==> src/hw/rtl/rpwd_pkg.sv <==
// ----------------------------------------------------------------------------
// RC pulse width decoder package
// Shared constants, codes and structs for the pulse width decoder.
// ----------------------------------------------------------------------------
package rpwd_pkg;

	// Channel counts
	localparam int NUM_CHANNELS = 8;
	localparam int NUM_SERVOS   = 6;

	// Field widths
	localparam int KIND_W  = 2;
	localparam int CHAN_W  = 3;
	localparam int PULSE_W = 16;
	localparam int MS_W    = 32;
	localparam int CFG_W   = 16;

	// Register reset values
	localparam logic [CFG_W-1:0] TIMEOUT_MS_RST = 16'd50;
	localparam logic [CFG_W-1:0] FAILSAFE_RST   = 16'd1500;

	// Input item kinds; the fourth code is unused and ignored.
	typedef enum logic [KIND_W-1:0] {
		KIND_EDGE = 2'd0,
		KIND_TICK = 2'd1,
		KIND_READ = 2'd2
	} kind_t;

	// Result item kinds
	typedef enum logic {
		REPLY_SERVO = 1'b0,
		REPLY_READ  = 1'b1
	} reply_t;

	// Configuration register indexes
	typedef enum logic {
		CFG_TIMEOUT  = 1'b0,
		CFG_FAILSAFE = 1'b1
	} cfg_idx_t;

	typedef struct packed {
		logic [KIND_W-1:0]  kind;
		logic [CHAN_W-1:0]  channel;
		logic [PULSE_W-1:0] capture_value;
	} item_t;

	typedef struct packed {
		logic               reply_kind;
		logic [CHAN_W-1:0]  target_index;
		logic [PULSE_W-1:0] pulse_value;
	} result_t;

endpackage

==> src/hw/rtl/rpwd_if.sv <==
// ----------------------------------------------------------------------------
// RC pulse width decoder channel interfaces
// Valid/ready channels for input items and result items.
// ----------------------------------------------------------------------------
interface rpwd_in_if;
	logic                        valid;
	logic                        ready;
	logic [rpwd_pkg::KIND_W-1:0]  kind;
	logic [rpwd_pkg::CHAN_W-1:0]  channel;
	logic [rpwd_pkg::PULSE_W-1:0] capture_value;

	modport source(output valid, output kind, output channel, output capture_value,
		input ready);
	modport sink(input valid, input kind, input channel, input capture_value,
		output ready);
endinterface

interface rpwd_out_if;
	logic                        valid;
	logic                        ready;
	logic                        reply_kind;
	logic [rpwd_pkg::CHAN_W-1:0]  target_index;
	logic [rpwd_pkg::PULSE_W-1:0] pulse_value;

	modport source(output valid, output reply_kind, output target_index,
		output pulse_value, input ready);
	modport sink(input valid, input reply_kind, input target_index,
		input pulse_value, output ready);
endinterface

==> src/hw/rtl/rpwd_chan_regs.sv <==
// ----------------------------------------------------------------------------
// RC pulse width decoder channel register file
// Holds the millisecond clock and per-channel pulse state, and works out the
// result of the item in the input register.
// ----------------------------------------------------------------------------
module rpwd_chan_regs (
	input  logic                          clk,
	input  logic                          arst_n,
	input  logic                          commit,
	input  rpwd_pkg::item_t               item,
	input  logic [rpwd_pkg::CFG_W-1:0]    timeout_ms,
	input  logic [rpwd_pkg::CFG_W-1:0]    failsafe_pulse,
	output logic                          has_result,
	output rpwd_pkg::result_t             result
);

	logic [rpwd_pkg::MS_W-1:0]    now_ms_q;
	logic                         awaiting_end_q    [rpwd_pkg::NUM_CHANNELS];
	logic [rpwd_pkg::PULSE_W-1:0] start_stamp_q     [rpwd_pkg::NUM_CHANNELS];
	logic [rpwd_pkg::PULSE_W-1:0] measured_length_q [rpwd_pkg::NUM_CHANNELS];
	logic [rpwd_pkg::MS_W-1:0]    last_update_ms_q  [rpwd_pkg::NUM_CHANNELS];

	logic                         is_edge, is_tick, is_read;
	logic                         chan_ok, servo_ok;
	logic [rpwd_pkg::PULSE_W-1:0] new_length;
	logic [rpwd_pkg::PULSE_W-1:0] servo_length;
	logic [rpwd_pkg::MS_W-1:0]    age_ms;
	logic                         fresh;

	always_comb begin
		is_edge = (item.kind == rpwd_pkg::KIND_EDGE);
		is_tick = (item.kind == rpwd_pkg::KIND_TICK);
		is_read = (item.kind == rpwd_pkg::KIND_READ);
		chan_ok  = (int'(item.channel) < rpwd_pkg::NUM_CHANNELS);
		servo_ok = chan_ok && (int'(item.channel) < rpwd_pkg::NUM_SERVOS);

		new_length = item.capture_value - start_stamp_q[item.channel];
		// An end edge reports the length it has just measured; a start edge
		// reports the length kept from the pulse before.
		servo_length = awaiting_end_q[item.channel] ? new_length
			: measured_length_q[item.channel];

		age_ms = now_ms_q - last_update_ms_q[item.channel];
		fresh  = (age_ms < {{(rpwd_pkg::MS_W-rpwd_pkg::CFG_W){1'b0}}, timeout_ms});

		has_result          = (is_edge && servo_ok) || is_read;
		result.target_index = item.channel;
		if (is_read) begin
			result.reply_kind  = rpwd_pkg::REPLY_READ;
			result.pulse_value = (chan_ok && fresh) ? measured_length_q[item.channel]
				: '0;
		end else begin
			result.reply_kind  = rpwd_pkg::REPLY_SERVO;
			result.pulse_value = (servo_length == '0) ? failsafe_pulse : servo_length;
		end
	end

	always_ff @(posedge clk or negedge arst_n) begin
		if (!arst_n) begin
			now_ms_q <= '0;
			for (int i = 0; i < rpwd_pkg::NUM_CHANNELS; i++) begin
				awaiting_end_q[i]    <= 1'b0;
				start_stamp_q[i]     <= '0;
				measured_length_q[i] <= '0;
				last_update_ms_q[i]  <= '0;
			end
		end else if (commit) begin
			if (is_tick) begin
				now_ms_q <= now_ms_q + 1'b1;
			end
			if (is_edge && chan_ok) begin
				if (awaiting_end_q[item.channel]) begin
					measured_length_q[item.channel] <= new_length;
					last_update_ms_q[item.channel]  <= now_ms_q;
					awaiting_end_q[item.channel]    <= 1'b0;
				end else begin
					start_stamp_q[item.channel]  <= item.capture_value;
					awaiting_end_q[item.channel] <= 1'b1;
				end
			end
		end
	end

endmodule

==> src/hw/rtl/rpwd_out_reg.sv <==
// ----------------------------------------------------------------------------
// RC pulse width decoder result register
// Holds one result item until the downstream side takes it.
// ----------------------------------------------------------------------------
module rpwd_out_reg (
	input  logic              clk,
	input  logic              arst_n,
	input  logic              load,
	input  rpwd_pkg::result_t data,
	output logic              free,
	rpwd_out_if.source        rsp
);

	logic              valid_q;
	rpwd_pkg::result_t data_q;

	// The register can take a new item when empty or when its item leaves now.
	assign free = !valid_q || rsp.ready;

	always_ff @(posedge clk or negedge arst_n) begin
		if (!arst_n) begin
			valid_q <= 1'b0;
		end else if (load) begin
			valid_q <= 1'b1;
		end else if (rsp.ready) begin
			valid_q <= 1'b0;
		end
	end

	always_ff @(posedge clk) begin
		if (load) begin
			data_q <= data;
		end
	end

	assign rsp.valid        = valid_q;
	assign rsp.reply_kind   = data_q.reply_kind;
	assign rsp.target_index = data_q.target_index;
	assign rsp.pulse_value  = data_q.pulse_value;

endmodule

==> src/hw/rtl/rc_pulse_width_decoder_core.sv <==
// ----------------------------------------------------------------------------
// RC pulse width decoder core
// Measures receiver pulse widths per channel, drives servo writes on every
// edge of a servo channel and answers read queries with the latest length or zero when stale.
// ----------------------------------------------------------------------------
//
//   Port      Direction  Protocol     Carries
//   req       in         valid/ready  kind, channel, capture_value
//   rsp       out        valid/ready  reply_kind, target_index, pulse_value
//   cfg_*     in         write only   timeout_ms (index 0), failsafe_pulse (1)
//
// Each item is held in the input register and, if it gives a result, moves on
// into the result register once that register has room for it. One item is
// accepted every cycle while the input register is not stalled; the channel
// register file is read and written in the same cycle that an item leaves the input register.
// Reset clears all channel state, the millisecond clock and both handshakes.
// When the result register is full and not being taken, an item that gives a
// result waits in the input register, and req.ready follows rsp.ready.
//
module rc_pulse_width_decoder_core (
	input  logic                          clk,
	input  logic                          arst_n,
	rpwd_in_if.sink                       req,
	rpwd_out_if.source                    rsp,
	input  logic                          cfg_we,
	input  logic                          cfg_index,
	input  logic [rpwd_pkg::CFG_W-1:0]    cfg_wdata
);

	// Configuration registers; the user must write them only while the block is idle (not enforced here).
	logic [rpwd_pkg::CFG_W-1:0] timeout_ms_q;
	logic [rpwd_pkg::CFG_W-1:0] failsafe_pulse_q;

	always_ff @(posedge clk or negedge arst_n) begin
		if (!arst_n) begin
			timeout_ms_q     <= rpwd_pkg::TIMEOUT_MS_RST;
			failsafe_pulse_q <= rpwd_pkg::FAILSAFE_RST;
		end else if (cfg_we) begin
			unique case (cfg_index)
				rpwd_pkg::CFG_TIMEOUT:  timeout_ms_q     <= cfg_wdata;
				rpwd_pkg::CFG_FAILSAFE: failsafe_pulse_q <= cfg_wdata;
				default: ;
			endcase
		end
	end

	// Input register. An item leaves it when it gives no result, or when the
	// result register has room for its result.
	logic              item_v_s1;
	rpwd_pkg::item_t   item_s1;
	logic              has_result;
	logic              out_free;
	logic              advance;
	logic              accept;
	rpwd_pkg::result_t result;

	assign advance   = item_v_s1 && (!has_result || out_free);
	assign req.ready = !item_v_s1 || advance;
	assign accept    = req.valid && req.ready;

	always_ff @(posedge clk or negedge arst_n) begin
		if (!arst_n) begin
			item_v_s1 <= 1'b0;
		end else if (accept) begin
			item_v_s1 <= 1'b1;
		end else if (advance) begin
			item_v_s1 <= 1'b0;
		end
	end

	always_ff @(posedge clk) begin
		if (accept) begin
			item_s1.kind          <= req.kind;
			item_s1.channel       <= req.channel;
			item_s1.capture_value <= req.capture_value;
		end
	end

	// Channel state is updated in the cycle the item leaves the input
	// register, so the next item already sees the new state.
	rpwd_chan_regs u_chan_regs (
		.clk            (clk),
		.arst_n         (arst_n),
		.commit         (advance),
		.item           (item_s1),
		.timeout_ms     (timeout_ms_q),
		.failsafe_pulse (failsafe_pulse_q),
		.has_result     (has_result),
		.result         (result)
	);

	rpwd_out_reg u_out_reg (
		.clk    (clk),
		.arst_n (arst_n),
		.load   (advance && has_result),
		.data   (result),
		.free   (out_free),
		.rsp    (rsp)
	);

	// A result only appears after an item that gives one has been committed.
	a_result_from_item: assert property (@(posedge clk) disable iff (!arst_n)
		$rose(rsp.valid) |-> $past(advance && has_result))
		else $error("result valid without a committed item");

	// An item waiting for room in the result register blocks new input.
	a_stall_blocks_input: assert property (@(posedge clk) disable iff (!arst_n)
		(item_v_s1 && has_result && !out_free) |-> !req.ready)
		else $error("input accepted while the input register is stalled");

	// A stalled item stays in the input register unchanged.
	a_stalled_item_held: assert property (@(posedge clk) disable iff (!arst_n)
		(item_v_s1 && !advance) |=> (item_v_s1 && $stable(item_s1)))
		else $error("stalled item lost or changed");

endmodule

==> src/flat_wrapper.sv <==
// flat-port wrapper written by rule: the top's interface ports become plain ports
module rc_pulse_width_decoder_core_flat 
  (clk, arst_n, cfg_we, cfg_index, cfg_wdata, req_valid, req_kind, req_channel, req_capture_value, req_ready, rsp_valid, rsp_reply_kind, rsp_target_index, rsp_pulse_value, rsp_ready);
  rpwd_in_if req_i ();
  rpwd_out_if rsp_i ();
  input  logic clk;
  input  logic arst_n;
  input  logic cfg_we;
  input  logic cfg_index;
  input  logic [rpwd_pkg::CFG_W-1:0] cfg_wdata;
  input wire logic [$bits(req_i.valid)-1:0] req_valid;
  input wire logic [$bits(req_i.kind)-1:0] req_kind;
  input wire logic [$bits(req_i.channel)-1:0] req_channel;
  input wire logic [$bits(req_i.capture_value)-1:0] req_capture_value;
  output wire logic [$bits(req_i.ready)-1:0] req_ready;
  output wire logic [$bits(rsp_i.valid)-1:0] rsp_valid;
  output wire logic [$bits(rsp_i.reply_kind)-1:0] rsp_reply_kind;
  output wire logic [$bits(rsp_i.target_index)-1:0] rsp_target_index;
  output wire logic [$bits(rsp_i.pulse_value)-1:0] rsp_pulse_value;
  input wire logic [$bits(rsp_i.ready)-1:0] rsp_ready;
  assign req_i.valid = req_valid;
  assign req_i.kind = req_kind;
  assign req_i.channel = req_channel;
  assign req_i.capture_value = req_capture_value;
  assign req_ready = req_i.ready;
  assign rsp_valid = rsp_i.valid;
  assign rsp_reply_kind = rsp_i.reply_kind;
  assign rsp_target_index = rsp_i.target_index;
  assign rsp_pulse_value = rsp_i.pulse_value;
  assign rsp_i.ready = rsp_ready;
  rc_pulse_width_decoder_core u_core (.clk(clk), .arst_n(arst_n), .req(req_i), .rsp(rsp_i), .cfg_we(cfg_we), .cfg_index(cfg_index), .cfg_wdata(cfg_wdata));
endmodule
==> config.mk <==
export PLATFORM = sky130hd
export DESIGN_NAME = rc_pulse_width_decoder_core_flat
export DESIGN_NICKNAME = d
export VERILOG_FILES = /design/src/hw/rtl/rpwd_pkg.sv /design/src/hw/rtl/rpwd_if.sv /design/src/hw/rtl/rpwd_chan_regs.sv /design/src/hw/rtl/rpwd_out_reg.sv /design/src/hw/rtl/rc_pulse_width_decoder_core.sv /design/src/flat_wrapper.sv
export SDC_FILE = /design/constraint.sdc
export NUM_CORES = 1
export LEC_CHECK = 0
export BUFFER_PORTS_ARGS = -buffer_cell sky130_fd_sc_hd__buf_4
export CAP_MARGIN = 20
export CORE_ASPECT_RATIO = 1.75
export CORE_MARGIN = 8
export CORE_UTILIZATION = 65
export CTS_CLUSTER_DIAMETER = 60
export CTS_CLUSTER_SIZE = 8
export DETAILED_ROUTE_END_ITERATION = 10
export HOLD_SLACK_MARGIN = 0.08
export PLACE_DENSITY = 0.8
export SYNTH_ARGS = -nofsm -noshare
export SYNTH_HDL_FRONTEND = slang
export SYNTH_SLANG_ARGS = --single-unit
==> constraint.sdc <==
create_clock -name clk -period 12.3 [get_ports clk]
set_clock_uncertainty 0.15 [all_clocks]
set_input_delay 0.615 -clock clk [delete_from_list [all_inputs] [get_ports clk]]
set_output_delay 0.615 -clock clk [all_outputs]
set_load 0.1 [all_outputs]
==> summary.txt <==
Outcome
  • Status: completed

Power and ir drop
  • VDD IR max: between 0.00015 and 0.0002 V
  • LEAKAGE: about 16 nW
  • Pwr/cell area: about 180 nW/um^2

Placed design
  • HPWL Detailed: 51300 um
  • Port bufs: between 60 and 70
  • Post-placement cell area: around 31000 um^2
  • Final Wtd Congestion: approximately 0.97

Final layout
  • Finished Cell Area: between 30000 and 40000 um^2
  • Fraction of layout cells with a size suffix above 1: 0.195
  • # diodes: 0
  • Area Growth Syn to Fin: 12.4%
  • Final #Nets: 2943

Yosys
  • Avg Inst Size Synth: between 10 and 15 um^2
  • Synth Flop Type: dfrtp_1
  • Synth cell count leaders: 625 x nand2_1, 576 x dfrtp_1, 289 x mux2_2
  • Async S/R FF share, synth: 0.935
  • Cell taking the most area after synthesis: dfrtp_1
  • Synth top area share: 0.482
  • Cell Area, Synth: 29900 um^2
  • Yosys reg bits: approximately 630
  • Yosys cell types: 78
  • Most frequent cell after synthesis: nand2_1
  • Cells after Synth: 2792
  • Yosys warns: 0
  • Number of synthesized flops with an enable pin: slightly above 40
  • Synth area leaders: dfrtp_1 48%, mux2_2 11%, nand2_1 7.8%
  • Sequential-to-total area share from yosys stat: 0.532
  • Syn_nets: 2901

Timing
  • Worst-Margin Slew: 1.04 ns
  • Setup TNS Final: 0 ns
  • Period utilization: 0.638
  • Final hold vios: 0
  • Final setup viols: 0
  • Worst rel slew slack: 0.303
  • RSZ-0062 raised after global routing: false
  • Peak Freq: about 130 MHz
  • Fin. max-slew vios: 0
  • Min cycle time layout: 7.84 ns

Clock tree
  • H-tree depth: 3
  • CTS root buf: clkbuf_16
  • Postcts setup bufs: 0
  • Cts hold-fix bufs: 33
  • Num CTS Buffers: approximately 90
  • Deepest clock path buffer count: 3
  • Post-CTS sizing: 0
  • CTS tree: yes
  • Worst-path clk slew: about 0.050 ns
  • CTS sink count: about 630
  • Latest clock arrival within the worst-skew pair: 0.63 ns

Setup path
  • CP required: approximately 13 ns
  • Arrival @ worst endpoint: 8.18 ns
  • Slowest CP cell: edfxtp_1
  • CP top delay family: simple AND/OR/NAND/NOR gates
  • CP bufs+invs: 3
  • Startpoint Class: flop
  • Worst-path maximum fanout: 41
  • Critical Path Sink Type: flop
  • CP Class: flop to flop
  • Max stage delay on crit path: around 0.85 ns
  • Worst-path cell chain: buf_4 > clkinv_1 > nor2_4 > buf_4 > a22oi_1 > and4_1 > ha_1 > nand2_1 > a211oi_1 > nor2_1 > o21ai_0 > a21o_1 > a21oi_1 > xnor2_1 > ha_1 > nand4_1 > nor2_1 > nor2_1 > a21oi_1 > nor4_1 > o21ai_0 > nor4_1 > and4_1 > a221o_2
  • Crit path top cell by count: nor2_1

Global route
  • Antenna violations before repair: 0
  • Largest net degree at the start of global routing: roughly 180
  • Number of global-route vias before repair: roughly 24k
  • Global Route Usage Sum: 0.327
  • GR Overflow Total: 0
  • First-pass GRT wire length: between 100000 and 150000 um

Detailed routing
  • Vias per cell: between 6 and 7
  • Drt total wl: 86700 um
  • DR vias: approximately 23k
  • Final ANT Viol Nets: 0
  • DRT iter0 DRCs: ~2.3k
  • DRC: 0
  • First-pass DRT Iterations: 9
  • Wire per inst: between 20 and 30 um

Run
  • Max Cap Viol: 0

Floorplan
  • Std cell rows: about 100
  • Core outline area: between 40000 and 50000 um^2
  • Die footprint: between 50000 and 60000 um^2
  • IO Pins: 65
  • Starting Density: 0.653
  • Die height: 300 um
  • Die Wd: approximately 180 um

Hold path
  • Min-delay worst type: input port to flop
## flip-flops by register name, summed over array words and instances, names as in the netlist, named ones only
name / count
u_core.u_out_reg.rsp.target_index: 3
u_core.u_out_reg.rsp.reply_kind: 1
u_core.failsafe_pulse_q: 16
u_core.item_v_s1: 1
u_core.timeout_ms_q: 16
u_core.item_s1: 21
u_core.u_out_reg.rsp.pulse_value: 16
u_core.u_chan_regs.last_update_ms_q: 256
u_core.u_chan_regs.start_stamp_q: 128
u_core.u_chan_regs.measured_length_q: 128
u_core.u_out_reg.rsp.valid: 1
u_core.u_chan_regs.now_ms_q: 32
## metrics by stage
step	worst slack, ns	total power [W]	utilization	hold slack [ns]	cells
4_1_cts	4.63	0.00602	0.732	0.0800	3441
5_1_grt	4.10	0.00627	0.734	0.0807	3445
2_1_floorplan	6.47	0.00338	-	0.169	2792
6_report	4.46	0.00604	0.734	0.0840	3445
3_5_place_dp	4.67	0.00384	0.672	0.310	3290
3_3_place_gp	4.88	0.00378	0.672	0.303	3289
## cell usage in the layout (no fill, tap or decap), drive strengths merged, types with 22 or more instances in the layout
cell         instances
o21ai              182
dlygate4sd3         33
clkbuf             112
ha                  64
buf                114
dfrtp              576
and3                33
a21o                22
edfxtp              41
a21oi               63
nand2              625
inv                 44
nor2                70
and4                34
a22oi              168
xnor2               44
nand3               38
mux2               289
## worst paths after layout
path | cells past startpoint | slack [ns] | endpoint | from
max in group asynchronous | 6 | 8.73 | u_core.u_chan_regs.last_update_ms_q[146]$_DFFE_PN0P_ | arst_n
worst min-delay path | 2 | 0.08 | u_core.timeout_ms_q[0]$_DFFE_PN0P_ | cfg_wdata[0]
worst min register to register | 2 | 0.32 | u_core.u_chan_regs.last_update_ms_q[8]$_DFFE_PN0P_ | u_core.u_chan_regs.last_update_ms_q[8]$_DFFE_PN0P_
worst max register to register | 24 | 4.46 | u_core.u_out_reg.rsp.pulse_value[4]$_DFFE_PP_ | u_core.item_s1[17]$_DFFE_PP_
worst max-delay path | 24 | 4.46 | u_core.u_out_reg.rsp.pulse_value[4]$_DFFE_PP_ | u_core.item_s1[17]$_DFFE_PP_
min in group asynchronous | 2 | 0.50 | u_core.u_out_reg.rsp.valid$_DFFE_PN0P_ | arst_n
## worst register-to-register path, stage by stage, from the launching register on
cell and delay [ns]:
edfxtp_1 0.85, buf_4 0.67, clkinv_1 0.52, nor2_4 0.50, buf_4 0.67, a22oi_1 0.21
and4_1 0.29, ha_1 0.36, nand2_1 0.10, a211oi_1 0.35, nor2_1 0.16, o21ai_0 0.36
a21o_1 0.17, a21oi_1 0.08, xnor2_1 0.18, ha_1 0.27, nand4_1 0.12, nor2_1 0.05
nor2_1 0.09, a21oi_1 0.08, nor4_1 0.23, o21ai_0 0.16, nor4_1 0.19, and4_1 0.63
a221o_2 0.28
## layout make-up
class / instances / area (um^2)
Inverter: 44 / 165
Timing Repair Buffer: 147 / 1280
Fill cell: 2974 / 12200
Sequential cell: 627 / 15900
Clock inverter: 6 / 88.8
Multi-Input combinational cell: 1926 / 13100
Tap cell: 583 / 729
Clock buffer: 112 / 2310
## layer usage
metal | part of all wire | track usage | vias up
met4 | 0.073 | 0.228 | 0
met2 | 0.50 | 0.551 | 1271
met1 | 0.35 | 0.368 | 11695
met3 | 0.074 | 0.0610 | 416
li1 | - | - | 9977
met5 | 0 | 0 | -
## cells by family after synthesis
kind of cell	Yosys count	share of synthesized area
XOR/XNOR	65	0.0190
AO/OA/AOI/OAI	570	0.128
AND/OR/NAND/NOR	901	0.133
flip-flops	627	0.532
multiplexers	324	0.128
adder cells (fa/ha/maj)	66	0.0281
buffers and inverters	239	0.0326
## power breakdown
group          switching [W]  total [W]  leakage [nW]  internal [W]
registers           0.000164    0.00250          8.32       0.00234
clock network       0.000871    0.00217          1.16       0.00130
logic               0.000824    0.00137          6.55      0.000545
total                0.00186    0.00604          16.0       0.00418
Note: power is estimated with default switching activity, not from simulation.
